### src/hdl/dsgmw_pkg.sv
package dsgmw_pkg;

  localparam int TIME_BITS  = 32;
  localparam int COLOR_BITS = 16;
  localparam int CFG_BITS   = 16;
  localparam int RATIO_BITS = 8;
  localparam int CFG_IDX_W  = 2;
  localparam int OP_W       = 2;

  localparam int QDEPTH = 2;
  localparam int QPTR_W = 1;
  localparam int QCNT_W = 2;

  localparam logic [OP_W-1:0] OP_SAMPLE = 2'd0;
  localparam logic [OP_W-1:0] OP_CLEAR  = 2'd1;
  localparam logic [OP_W-1:0] OP_IGNORE = 2'd2;

  localparam logic [CFG_IDX_W-1:0] CFG_WHITE_MAX = 2'd0;
  localparam logic [CFG_IDX_W-1:0] CFG_BLACK_MIN = 2'd1;
  localparam logic [CFG_IDX_W-1:0] CFG_RATIO     = 2'd2;
  localparam logic [CFG_IDX_W-1:0] CFG_WINDOW    = 2'd3;

  localparam logic [CFG_BITS-1:0]   WHITE_MAX_RST = 16'd60000;
  localparam logic [CFG_BITS-1:0]   BLACK_MIN_RST = 16'd100;
  localparam logic [RATIO_BITS-1:0] RATIO_RST     = 8'd102;
  localparam logic [CFG_BITS-1:0]   WINDOW_RST    = 16'd600;

  typedef struct packed {
    logic [CFG_BITS-1:0]   white_max;
    logic [CFG_BITS-1:0]   black_min;
    logic [RATIO_BITS-1:0] green_ratio;
    logic [CFG_BITS-1:0]   window_ms;
  } cfg_t;

  typedef struct packed {
    logic [OP_W-1:0]      op;
    logic [TIME_BITS-1:0] now;
    logic [TIME_BITS-1:0] dur;
    logic                 lg;
    logic                 rg;
  } cls_item_t;

  typedef struct packed {
    logic left_is_green;
    logic right_is_green;
    logic decision_ready;
    logic both_seen;
    logic only_left;
    logic only_right;
  } result_t;

endpackage

### src/hdl/dsgmw_front.sv
module dsgmw_front (
  input  logic                                clk_i,
  input  logic                                rst_ni,
  input  dsgmw_pkg::cfg_t                     cfg_i,
  input  logic                                push_i,
  output logic                                full_o,
  input  logic [dsgmw_pkg::OP_W-1:0]          opcode_i,
  input  logic [dsgmw_pkg::TIME_BITS-1:0]     now_ms_i,
  input  logic [dsgmw_pkg::TIME_BITS-1:0]     ignore_duration_i,
  input  logic [dsgmw_pkg::COLOR_BITS-1:0]    left_red_i,
  input  logic [dsgmw_pkg::COLOR_BITS-1:0]    left_grn_i,
  input  logic [dsgmw_pkg::COLOR_BITS-1:0]    left_blue_i,
  input  logic [dsgmw_pkg::COLOR_BITS-1:0]    left_white_i,
  input  logic [dsgmw_pkg::COLOR_BITS-1:0]    right_red_i,
  input  logic [dsgmw_pkg::COLOR_BITS-1:0]    right_grn_i,
  input  logic [dsgmw_pkg::COLOR_BITS-1:0]    right_blue_i,
  input  logic [dsgmw_pkg::COLOR_BITS-1:0]    right_white_i,
  output logic                                mid_vld_o,
  output dsgmw_pkg::cls_item_t                mid_item_o,
  input  logic                                mid_take_i
);
  import dsgmw_pkg::*;

  localparam int SUM_W  = COLOR_BITS + 2;
  localparam int PROD_W = SUM_W + RATIO_BITS;

  function automatic logic is_green(input cfg_t c, input logic [COLOR_BITS-1:0] r,
                                    input logic [COLOR_BITS-1:0] g,
                                    input logic [COLOR_BITS-1:0] b,
                                    input logic [COLOR_BITS-1:0] w);
    logic [SUM_W-1:0]  sum;
    logic [PROD_W-1:0] lhs;
    logic [PROD_W-1:0] rhs;
    sum = SUM_W'(r) + SUM_W'(g) + SUM_W'(b);
    lhs = PROD_W'({g, {RATIO_BITS{1'b0}}});
    rhs = PROD_W'(c.green_ratio) * PROD_W'(sum);
    return (w <= c.white_max) && (w >= c.black_min) && (sum != '0) && (lhs > rhs);
  endfunction

  cls_item_t             item_q [QDEPTH];
  logic [QPTR_W-1:0]     wr_q, wr_d;
  logic [QPTR_W-1:0]     rd_q, rd_d;
  logic [QCNT_W-1:0]     cnt_q, cnt_d;
  cls_item_t             new_item;
  logic                  do_push;
  logic                  is_sample;

  assign is_sample = (opcode_i == OP_SAMPLE);

  always_comb begin
    new_item.op  = opcode_i;
    new_item.now = now_ms_i;
    new_item.dur = ignore_duration_i;
    new_item.lg  = is_sample && is_green(cfg_i, left_red_i, left_grn_i, left_blue_i,
                                         left_white_i);
    new_item.rg  = is_sample && is_green(cfg_i, right_red_i, right_grn_i, right_blue_i,
                                         right_white_i);
  end

  assign full_o     = (cnt_q == QCNT_W'(QDEPTH));
  assign do_push    = push_i && !full_o;
  assign mid_vld_o  = (cnt_q != '0);
  assign mid_item_o = item_q[rd_q];

  always_comb begin
    wr_d  = do_push ? wr_q + 1'b1 : wr_q;
    rd_d  = mid_take_i ? rd_q + 1'b1 : rd_q;
    cnt_d = cnt_q + QCNT_W'(do_push) - QCNT_W'(mid_take_i);
  end

  always_ff @(posedge clk_i or negedge rst_ni) begin
    if (!rst_ni) begin
      wr_q  <= '0;
      rd_q  <= '0;
      cnt_q <= '0;
    end else begin
      wr_q  <= wr_d;
      rd_q  <= rd_d;
      cnt_q <= cnt_d;
    end
  end

  always_ff @(posedge clk_i) begin
    if (do_push) begin
      item_q[wr_q] <= new_item;
    end
  end

endmodule

### src/hdl/dsgmw_back.sv
module dsgmw_back (
  input  logic                  clk_i,
  input  logic                  rst_ni,
  input  dsgmw_pkg::cfg_t       cfg_i,
  input  logic                  mid_vld_i,
  input  dsgmw_pkg::cls_item_t  mid_item_i,
  output logic                  mid_take_o,
  output logic                  empty_o,
  input  logic                  pop_i,
  output dsgmw_pkg::result_t    res_o
);
  import dsgmw_pkg::*;

  logic                 seen_l_q, seen_l_d;
  logic                 seen_r_q, seen_r_d;
  logic                 open_q, open_d;
  logic [TIME_BITS-1:0] start_q, start_d;
  logic [TIME_BITS-1:0] ign_q, ign_d;
  logic [TIME_BITS-1:0] elapsed;
  result_t              res;

  result_t              res_q [QDEPTH];
  logic [QPTR_W-1:0]    wr_q, wr_d;
  logic [QPTR_W-1:0]    rd_q, rd_d;
  logic [QCNT_W-1:0]    cnt_q, cnt_d;
  logic                 do_pop;

  assign mid_take_o = mid_vld_i && (cnt_q != QCNT_W'(QDEPTH));

  always_comb begin
    seen_l_d = seen_l_q;
    seen_r_d = seen_r_q;
    open_d   = open_q;
    start_d  = start_q;
    ign_d    = ign_q;
    unique case (mid_item_i.op)
      OP_SAMPLE: begin
        if (mid_item_i.now < ign_q) begin
          seen_l_d = 1'b0;
          seen_r_d = 1'b0;
          open_d   = 1'b0;
          start_d  = '0;
        end else if (mid_item_i.lg || mid_item_i.rg) begin
          if (mid_item_i.lg) seen_l_d = 1'b1;
          if (mid_item_i.rg) seen_r_d = 1'b1;
          if (!open_q) begin
            open_d  = 1'b1;
            start_d = mid_item_i.now;
          end
        end
      end
      OP_CLEAR: begin
        seen_l_d = 1'b0;
        seen_r_d = 1'b0;
        open_d   = 1'b0;
        start_d  = '0;
      end
      OP_IGNORE: begin
        seen_l_d = 1'b0;
        seen_r_d = 1'b0;
        open_d   = 1'b0;
        start_d  = '0;
        ign_d    = mid_item_i.now + mid_item_i.dur;
      end
      default: begin
      end
    endcase
  end

  always_comb begin
    elapsed            = mid_item_i.now - start_d;
    res.left_is_green  = mid_item_i.lg;
    res.right_is_green = mid_item_i.rg;
    res.decision_ready = open_d && ((seen_l_d && seen_r_d) ||
                                    (elapsed > TIME_BITS'(cfg_i.window_ms)));
    res.both_seen      = seen_l_d && seen_r_d;
    res.only_left      = seen_l_d && !seen_r_d;
    res.only_right     = !seen_l_d && seen_r_d;
  end

  always_ff @(posedge clk_i or negedge rst_ni) begin
    if (!rst_ni) begin
      seen_l_q <= 1'b0;
      seen_r_q <= 1'b0;
      open_q   <= 1'b0;
      start_q  <= '0;
      ign_q    <= '0;
    end else if (mid_take_o) begin
      seen_l_q <= seen_l_d;
      seen_r_q <= seen_r_d;
      open_q   <= open_d;
      start_q  <= start_d;
      ign_q    <= ign_d;
    end
  end

  // result queue
  assign empty_o = (cnt_q == '0);
  assign do_pop  = pop_i && !empty_o;
  assign res_o   = res_q[rd_q];

  always_comb begin
    wr_d  = mid_take_o ? wr_q + 1'b1 : wr_q;
    rd_d  = do_pop ? rd_q + 1'b1 : rd_q;
    cnt_d = cnt_q + QCNT_W'(mid_take_o) - QCNT_W'(do_pop);
  end

  always_ff @(posedge clk_i or negedge rst_ni) begin
    if (!rst_ni) begin
      wr_q  <= '0;
      rd_q  <= '0;
      cnt_q <= '0;
    end else begin
      wr_q  <= wr_d;
      rd_q  <= rd_d;
      cnt_q <= cnt_d;
    end
  end

  always_ff @(posedge clk_i) begin
    if (mid_take_o) begin
      res_q[wr_q] <= res;
    end
  end

endmodule

### src/hdl/dual_sensor_green_marker_window.sv
// channel   signals                                   moves
// --------  ----------------------------------------  ------------------------------
// input     push, full, opcode_i .. right_white_i     one item per push && !full
// result    empty, pop, left_is_green_o .. only_right_o  one item per pop && !empty
// config    cfg_we_i, cfg_idx_i, cfg_data_i           one register write per cfg_we_i
//
// one item per cycle while no queue fills; items pass the front queue, then the result queue
// front classifies and queues (2 entries), back updates flags and queues results (2 entries)
// either side may stall without stopping the other until its queue fills
// reset clears flags, window, ignore time and both queues; registers return to defaults
module dual_sensor_green_marker_window (
  input  logic                                clk_i,
  input  logic                                rst_ni,
  input  logic                                cfg_we_i,
  input  logic [dsgmw_pkg::CFG_IDX_W-1:0]     cfg_idx_i,
  input  logic [dsgmw_pkg::CFG_BITS-1:0]      cfg_data_i,
  input  logic                                push,
  output logic                                full,
  input  logic [dsgmw_pkg::OP_W-1:0]          opcode_i,
  input  logic [dsgmw_pkg::TIME_BITS-1:0]     now_ms_i,
  input  logic [dsgmw_pkg::TIME_BITS-1:0]     ignore_duration_i,
  input  logic [dsgmw_pkg::COLOR_BITS-1:0]    left_red_i,
  input  logic [dsgmw_pkg::COLOR_BITS-1:0]    left_grn_i,
  input  logic [dsgmw_pkg::COLOR_BITS-1:0]    left_blue_i,
  input  logic [dsgmw_pkg::COLOR_BITS-1:0]    left_white_i,
  input  logic [dsgmw_pkg::COLOR_BITS-1:0]    right_red_i,
  input  logic [dsgmw_pkg::COLOR_BITS-1:0]    right_grn_i,
  input  logic [dsgmw_pkg::COLOR_BITS-1:0]    right_blue_i,
  input  logic [dsgmw_pkg::COLOR_BITS-1:0]    right_white_i,
  output logic                                empty,
  input  logic                                pop,
  output logic                                left_is_green_o,
  output logic                                right_is_green_o,
  output logic                                decision_ready_o,
  output logic                                both_seen_o,
  output logic                                only_left_o,
  output logic                                only_right_o
);
  import dsgmw_pkg::*;

  cfg_t      cfg_q, cfg_d;
  logic      mid_vld;
  cls_item_t mid_item;
  logic      mid_take;
  result_t   res;

  always_comb begin
    cfg_d = cfg_q;
    if (cfg_we_i) begin
      unique case (cfg_idx_i)
        CFG_WHITE_MAX: cfg_d.white_max   = cfg_data_i;
        CFG_BLACK_MIN: cfg_d.black_min   = cfg_data_i;
        CFG_RATIO:     cfg_d.green_ratio = cfg_data_i[RATIO_BITS-1:0];
        CFG_WINDOW:    cfg_d.window_ms   = cfg_data_i;
        default:       cfg_d = cfg_q;
      endcase
    end
  end

  always_ff @(posedge clk_i or negedge rst_ni) begin
    if (!rst_ni) begin
      cfg_q.white_max   <= WHITE_MAX_RST;
      cfg_q.black_min   <= BLACK_MIN_RST;
      cfg_q.green_ratio <= RATIO_RST;
      cfg_q.window_ms   <= WINDOW_RST;
    end else begin
      cfg_q <= cfg_d;
    end
  end

  dsgmw_front u_front (
    .clk_i             (clk_i),
    .rst_ni            (rst_ni),
    .cfg_i             (cfg_q),
    .push_i            (push),
    .full_o            (full),
    .opcode_i          (opcode_i),
    .now_ms_i          (now_ms_i),
    .ignore_duration_i (ignore_duration_i),
    .left_red_i        (left_red_i),
    .left_grn_i        (left_grn_i),
    .left_blue_i       (left_blue_i),
    .left_white_i      (left_white_i),
    .right_red_i       (right_red_i),
    .right_grn_i       (right_grn_i),
    .right_blue_i      (right_blue_i),
    .right_white_i     (right_white_i),
    .mid_vld_o         (mid_vld),
    .mid_item_o        (mid_item),
    .mid_take_i        (mid_take)
  );

  dsgmw_back u_back (
    .clk_i      (clk_i),
    .rst_ni     (rst_ni),
    .cfg_i      (cfg_q),
    .mid_vld_i  (mid_vld),
    .mid_item_i (mid_item),
    .mid_take_o (mid_take),
    .empty_o    (empty),
    .pop_i      (pop),
    .res_o      (res)
  );

  assign left_is_green_o  = res.left_is_green;
  assign right_is_green_o = res.right_is_green;
  assign decision_ready_o = res.decision_ready;
  assign both_seen_o      = res.both_seen;
  assign only_left_o      = res.only_left;
  assign only_right_o     = res.only_right;

endmodule

### config.mk
export PLATFORM = sky130hd
export DESIGN_NAME = dual_sensor_green_marker_window
export DESIGN_NICKNAME = d
export VERILOG_FILES = /design/src/hdl/dsgmw_pkg.sv /design/src/hdl/dsgmw_front.sv /design/src/hdl/dsgmw_back.sv /design/src/hdl/dual_sensor_green_marker_window.sv
export SDC_FILE = /design/constraint.sdc
export NUM_CORES = 1
export LEC_CHECK = 0
export BUFFER_PORTS_ARGS = -buffer_cell sky130_fd_sc_hd__buf_2
export CAP_MARGIN = 40
export CORE_MARGIN = 1.5
export CORE_UTILIZATION = 63
export CTS_CLUSTER_SIZE = 14
export DETAILED_ROUTE_END_ITERATION = 7
export GPL_TIMING_DRIVEN = 1
export PLACE_DENSITY = 0.83
export RECOVER_POWER = 25
export SLEW_MARGIN = 5
export SYNTH_ARGS = -nofsm -noshare
export SYNTH_HDL_FRONTEND = slang
export SYNTH_SLANG_ARGS = --single-unit
### constraint.sdc
create_clock -name clk_i -period 10.4 [get_ports clk_i]
set_clock_uncertainty 0.15 [all_clocks]
set_input_delay 2.08 -clock clk_i [delete_from_list [all_inputs] [get_ports clk_i]]
set_output_delay 2.08 -clock clk_i [all_outputs]
set_load 0.005 [all_outputs]
==> Yosys cells after proc, flatten, opt, wreduce, memory -nomap -nowiden <==
Memory sizes are Yosys's and may differ from the RTL's.
Cells that the tools add are included.
{ "totals": {"register_bits": 131, "mem_bits_rw": 148, "in_bits": 217, "output_inout_bits": 8, "elab_cells": 101, "mem_count": 2} }
{ "mem_list": {"columns": ["memory", "depth", "width", "rd", "rd_clocked_by_memory_dff", "write_ports", "line", "text"], "rows": [
  ["u_front.item_q", 2, 68, 1, 0, 1, "dsgmw_front.sv:40", "cls_item_t item_q [QDEPTH];"],
  ["u_back.res_q", 2, 6, 1, 0, 1, "dsgmw_back.sv:22", "result_t res_q [QDEPTH];"]
]} }
{ "op_classes": {"add_sub_neg": 14, "mul": 2, "n_lt_le_gt_ge": 8, "n_eq_ne": 7, "mux": 19, "n_reduce_logical": 34} }
{ "op_table": {"columns": ["operator", "count"], "rows": [
  ["$mux W32", 3],
  ["$pmux W32 S2", 1],
  ["$gt A24 B26 Y1", 2],
  ["$mul A8 B18 Y26", 2],
  ["$add A18 B16 Y18", 2],
  ["$reduce_bool A18 Y1", 2],
  ["$add A16 B16 Y17", 2],
  ["$add A32 B32 Y32", 1],
  ["$ge A16 B16 Y1", 2],
  ["$gt A32 B16 Y1", 1],
  ["$le A16 B16 Y1", 2],
  ["$lt A32 B32 Y1", 1],
  ["$sub A32 B32 Y32", 1],
  ["$logic_and A1 B1 Y1", 15],
  ["$mux W1", 12],
  ["$reduce_and A2 Y1", 5],
  ["$eq A2 B2 Y1 const B", 4],
  ["$logic_not A2 Y1", 4],
  ["$pmux W1 S2", 3],
  ["$add A1 B1 Y1 const B", 4],
  ["$add A2 B1 Y2", 2],
  ["$eq A2 B1 Y1 const B", 2],
  ["$logic_not A1 Y1", 4],
  ["$sub A2 B1 Y2", 2],
  ["other kinds (4)", 5]
]} }

==> Longest topological paths before layout <==
An unclocked memory read counts as a cell.
{ "logic_depth": {"depth_word": 9, "depth_mapped": 45, "mapped_depth_nobuf": 45} }

==> Cells and area by module <==
Synthesis repeated with hierarchy kept, for this count alone.
{ "hier_totals": {"cells_unflattened": 2937, "area_unflattened_um2": 29094.2} }
{ "modules_own_cells": {"columns": ["module", "instances", "cells_each", "area_per_inst_um2"], "rows": [
  ["dsgmw_front", 1, 1814, 18555.3],
  ["dsgmw_back", 1, 1004, 8409.3],
  ["dual_sensor_green_marker_window", 1, 119, 2129.5]
]} }

==> Worst setup path before layout <==
OpenSTA, ideal clock, no wires.
{ "synth_path": {"kind": "input -> register", "from": "input port right_red_i[0] in the netlist's numbering", "to": "memory u_front.item_q[0][0] in the netlist's numbering (data pin)", "arrival_ns": 10.399, "t_required_ns": 10.112, "path_slack_ns": -0.286, "stages": 42, "n_path_buf": 0, "path_cell_list": "ha_1 -> inv_1 -> fa_1 -> nor2b_1 -> o31ai_2 -> a21oi_1 -> or2_2 -> xor2_1 -> ha_1 -> or3_1 -> o211a_1 -> o31a_1 -> nor4_1 -> nor3_1 -> xor2_1 -> nand2_1 -> fa_1 -> inv_1 -> [... 6 more ...] -> nand2_1 -> o21ai_0 -> nor2_1 -> a21boi_0 -> o21ai_0 -> o41ai_1 -> o21ai_0 -> nor2_1 -> xor2_1 -> ha_1 -> nand4_1 -> nor2_1 -> nand3_1 -> o21ai_0 -> o311ai_0 -> a311o_1 -> a211oi_1 -> o311a_1"} }
{ "synth_rtl": {"columns": ["element", "line", "text"], "rows": [
  ["start: declaration", "dual_sensor_green_marker_window.sv:26", "input logic [dsgmw_pkg::COLOR_BITS-1:0] right_red_i,"],
  ["end: declaration", "dsgmw_front.sv:40", null]
]} }

==> summary.txt <==
Synthesis
  • Cell variety after synth: 79
  • Async set-reset flop share out of synthesis: 47.0%
  • Predominant post-synthesis flop cell: edfxtp_1
  • Synthesized flop and latch total: 279
  • Synth Net Count: 3709
  • Seq/Total Area, Yosys: 27.2%
  • YS warnings: 0
  • Number of flops mapped to enable cells by yosys: 148
  • Avg Inst Size Synth: 9.72 µm²
  • Area of the mapped netlist: 28500 µm²
  • Post-Synthesis Cells: 2929

Floorplanning
  • Core Region: 44400 µm²
  • Die width: 216 µm
  • Num rows: 77
  • Starting density of the core: 64.1%
  • Die area: 46500 µm²
  • I/O pin count: 225
  • Chip Height: 216 µm

Run
  • Max cap viols: 2

Setup path
  • Reg-to-reg endpoint: u_back.res_q[0][3]
  • Crit-path max FO: 6
  • Worst path top cell family by delay: adder cells
  • Worst Path Arrival: 10.70 ns
  • Setup slack, reg-to-reg: 0.66 ns
  • Most common cell on crit path: fa_1
  • Worst path slowest cell: fa_1
  • Crit path kind: in -> reg
  • WP data required: 10.67 ns
  • Setup crit end kind: flop
  • Slowest stage delay, CP: 0.56 ns
  • R2R cell count: 31
  • Worst r2r src: u_front.rd_q
  • CP Launch Type: primary input
  • Buf+Inv Stages, Crit Path: 5

STA
  • Max Freq: 0.0959 GHz
  • Final min period: 10.43 ns
  • RSZ-0062 raised after global routing: true
  • Final Cycle Share: 100%
  • Hold Fails Final Rpt: 0
  • Final max-slew violation count: 105
  • Fin worst setup slack: -0.0291 ns
  • Max-slew headroom: -66.2%
  • Setup violators final: 2
  • Worst Tran Pin Value: 2.49 ns

Global route
  • Largest net degree at the start of global routing: 69
  • Global route overflow: 0
  • First-pass GRT wire length: 120 mm
  • Number of global-route vias before repair: 24800
  • GRT Util Overall: 31.5%
  • Initial antenna violation count: 3

Drt
  • Antenna violation net count after detailed routing: 0
  • Final wirelength: 73.1 mm
  • DRC viols: 0
  • Routed WL per cell: 18.4 µm
  • DR iter-0 viols: 1526
  • Vias: 23600
  • Drt first pass iters: 7
  • Vias per inst: 5.94

Cells and area
  • Non-Filler Instances: 3966
  • Layout Nets: 4130
  • Fin util: 75.4%
  • Most common cell after layout, fill and taps aside: ha_1
  • Most frequent cells in the layout: ha_1 (355), inv_1 (332), buf_4 (227), nand2_1 (224), fa_1 (195)
  • Syn-to-layout area delta: 17.7%
  • Fraction of layout cells with a size suffix above 1: 21.7%

CTS
  • CTS Sinks: 279
  • Clock Path Buffers: 3
  • Total CTS buffers: 28
  • Worst-path clk slew: 0.07 ns
  • CTS tree: done
  • Clock latency on the worst-skew pair: 0.57 ns
  • CTS H-Tree Depth: 1
  • CTS Root Cell: clkbuf_16

Placed design
  • Placed insts: 3893
  • Final GP Congestion: 0.928
  • Port bufs: 224
  • Post-DP HPWL: 56.1 mm

Worst hold path
  • Hold EP: u_back.ign_q[14]
  • Worst Min Path Start: u_back.ign_q[14]
  • Worst Hold Class: reg -> reg
  • Min-Delay Path Depth: 2

Status
  • Status: finished with violations
  • Failing checks: capacitance limit, slew limit, setup timing
## Yosys cell counts, types with 7 or more instances
cell type	n	area [µm²]
a211oi_1	15	113
a21boi_0	8	60.1
a21o_1	60	450
a21oi_1	152	761
a22oi_1	30	225
a31oi_1	14	87.6
and2_1	196	1230
and2_2	7	52.6
and3_1	11	68.8
clkbuf_1	63	236
dfrtp_1	113	2830
dfstp_2	18	473
edfxtp_1	148	4440
fa_1	198	3960
ha_1	365	4570
inv_1	339	1270
mux2_2	114	1280
nand2_1	226	848
nand2b_1	33	206
nand3_1	37	185
nand4_1	35	219
nor2_1	107	402
nor2b_1	53	332
nor3_1	35	175
nor4_1	12	75.1
o2111ai_1	7	61.3
o211ai_1	20	150
o21a_1	41	308
o21ai_0	171	856
o21bai_1	25	188
o31a_1	7	61.3
or3_1	12	75.1
or4_1	8	60.1
xnor2_1	92	806
xor2_1	50	438
## worst max path at each step
stage / startpoint / end / cells past startpoint
floorplan: right_red_i[0] / u_front.item_q[0][0] / 42
global placement: right_red_i[0] / u_front.item_q[0][0] / 42
detailed placement: right_red_i[0] / u_front.item_q[1][0] / 42
CTS: left_grn_i[0] / u_front.item_q[1][1] / 41
global route: right_red_i[0] / u_front.item_q[1][0] / 42
finish: right_red_i[0] / u_front.item_q[1][0] / 42
## cell type report
class | instances | area, µm²
timing repair buffer | 457 | 2870
clock buffer | 36 | 782
multi-input combinational | 2244 | 19900
sequential | 279 | 7740
inverter | 340 | 1280
clock inverter | 16 | 191
antenna | 2 | 5.00
fill | 2980 | 10900
tap | 592 | 741
## cells by family after synthesis
group,count (synthesis),share of synthesized area [%]
and+or+nand+nor,807,14.8
AOI/OAI and AO/OA,612,13.6
adders and majority gates,563,30.0
buffers and inverters,406,5.35
DFF,279,27.2
xor gates and xnor gates,142,4.37
muxes,120,4.72
## per-layer routing
metal | vias to the layer above | GRT usage, % | wire [µm]
met3 | 223 | 3.52 | 3700
li1 | 11000 | - | -
met1 | 11500 | 37.9 | 29000
met5 | - | 0 | 20
met2 | 811 | 57.7 | 37600
met4 | 4 | 12.2 | 2880
## per-stage QoR
stage          hold slack (ns)  TNS (ns)  worst slack (ns)  cell area, µm²
5_1_grt                  0.351     -1.31            -0.361           33500
6_report                 0.331   -0.0580           -0.0291           33500
4_1_cts                  0.334         0          0.000735           33100
2_1_floorplan            0.297         0          0.000979           28600
3_3_place_gp             0.311     -2.27            -0.593           31800
3_5_place_dp             0.319     -3.63            -0.962           31900
## flip-flops by register name, summed over array words and instances (netlist names)
signal           cells
cfg_q               56
u_back.open_q        1
u_front.wr_q         1
u_front.cnt_q        2
u_back.cnt_q         2
u_front.item_q     136
u_back.seen_r_q      1
u_back.res_q        12
u_back.rd_q          1
u_back.wr_q          1
u_front.rd_q         1
u_back.start_q      32
u_back.ign_q        32
u_back.seen_l_q      1
## worst reg2reg max path, delay by kind of cell, from the launching register on
family / cells / cell delay, ns
DFF: 1 / 0.70
AOI/OAI and AO/OA: 14 / 3.70
xor gates and xnor gates: 1 / 0.19
and+or+nand+nor: 9 / 1.37
buffers and inverters: 2 / 1.59
adders and majority gates: 4 / 1.18
muxes: 1 / 0.56
## what timing repair did
item / in CTS / in global routing
hold buffers: 0 / 0
resized for setup: 28 / 94
pin swaps: 25 / 42
endpoints found under the setup margin: 4 / 4
buffers inserted: 10 / 9
Power is not shown: default switching activity piles up to over one toggle a cycle in this logic, so the estimate is an artifact.
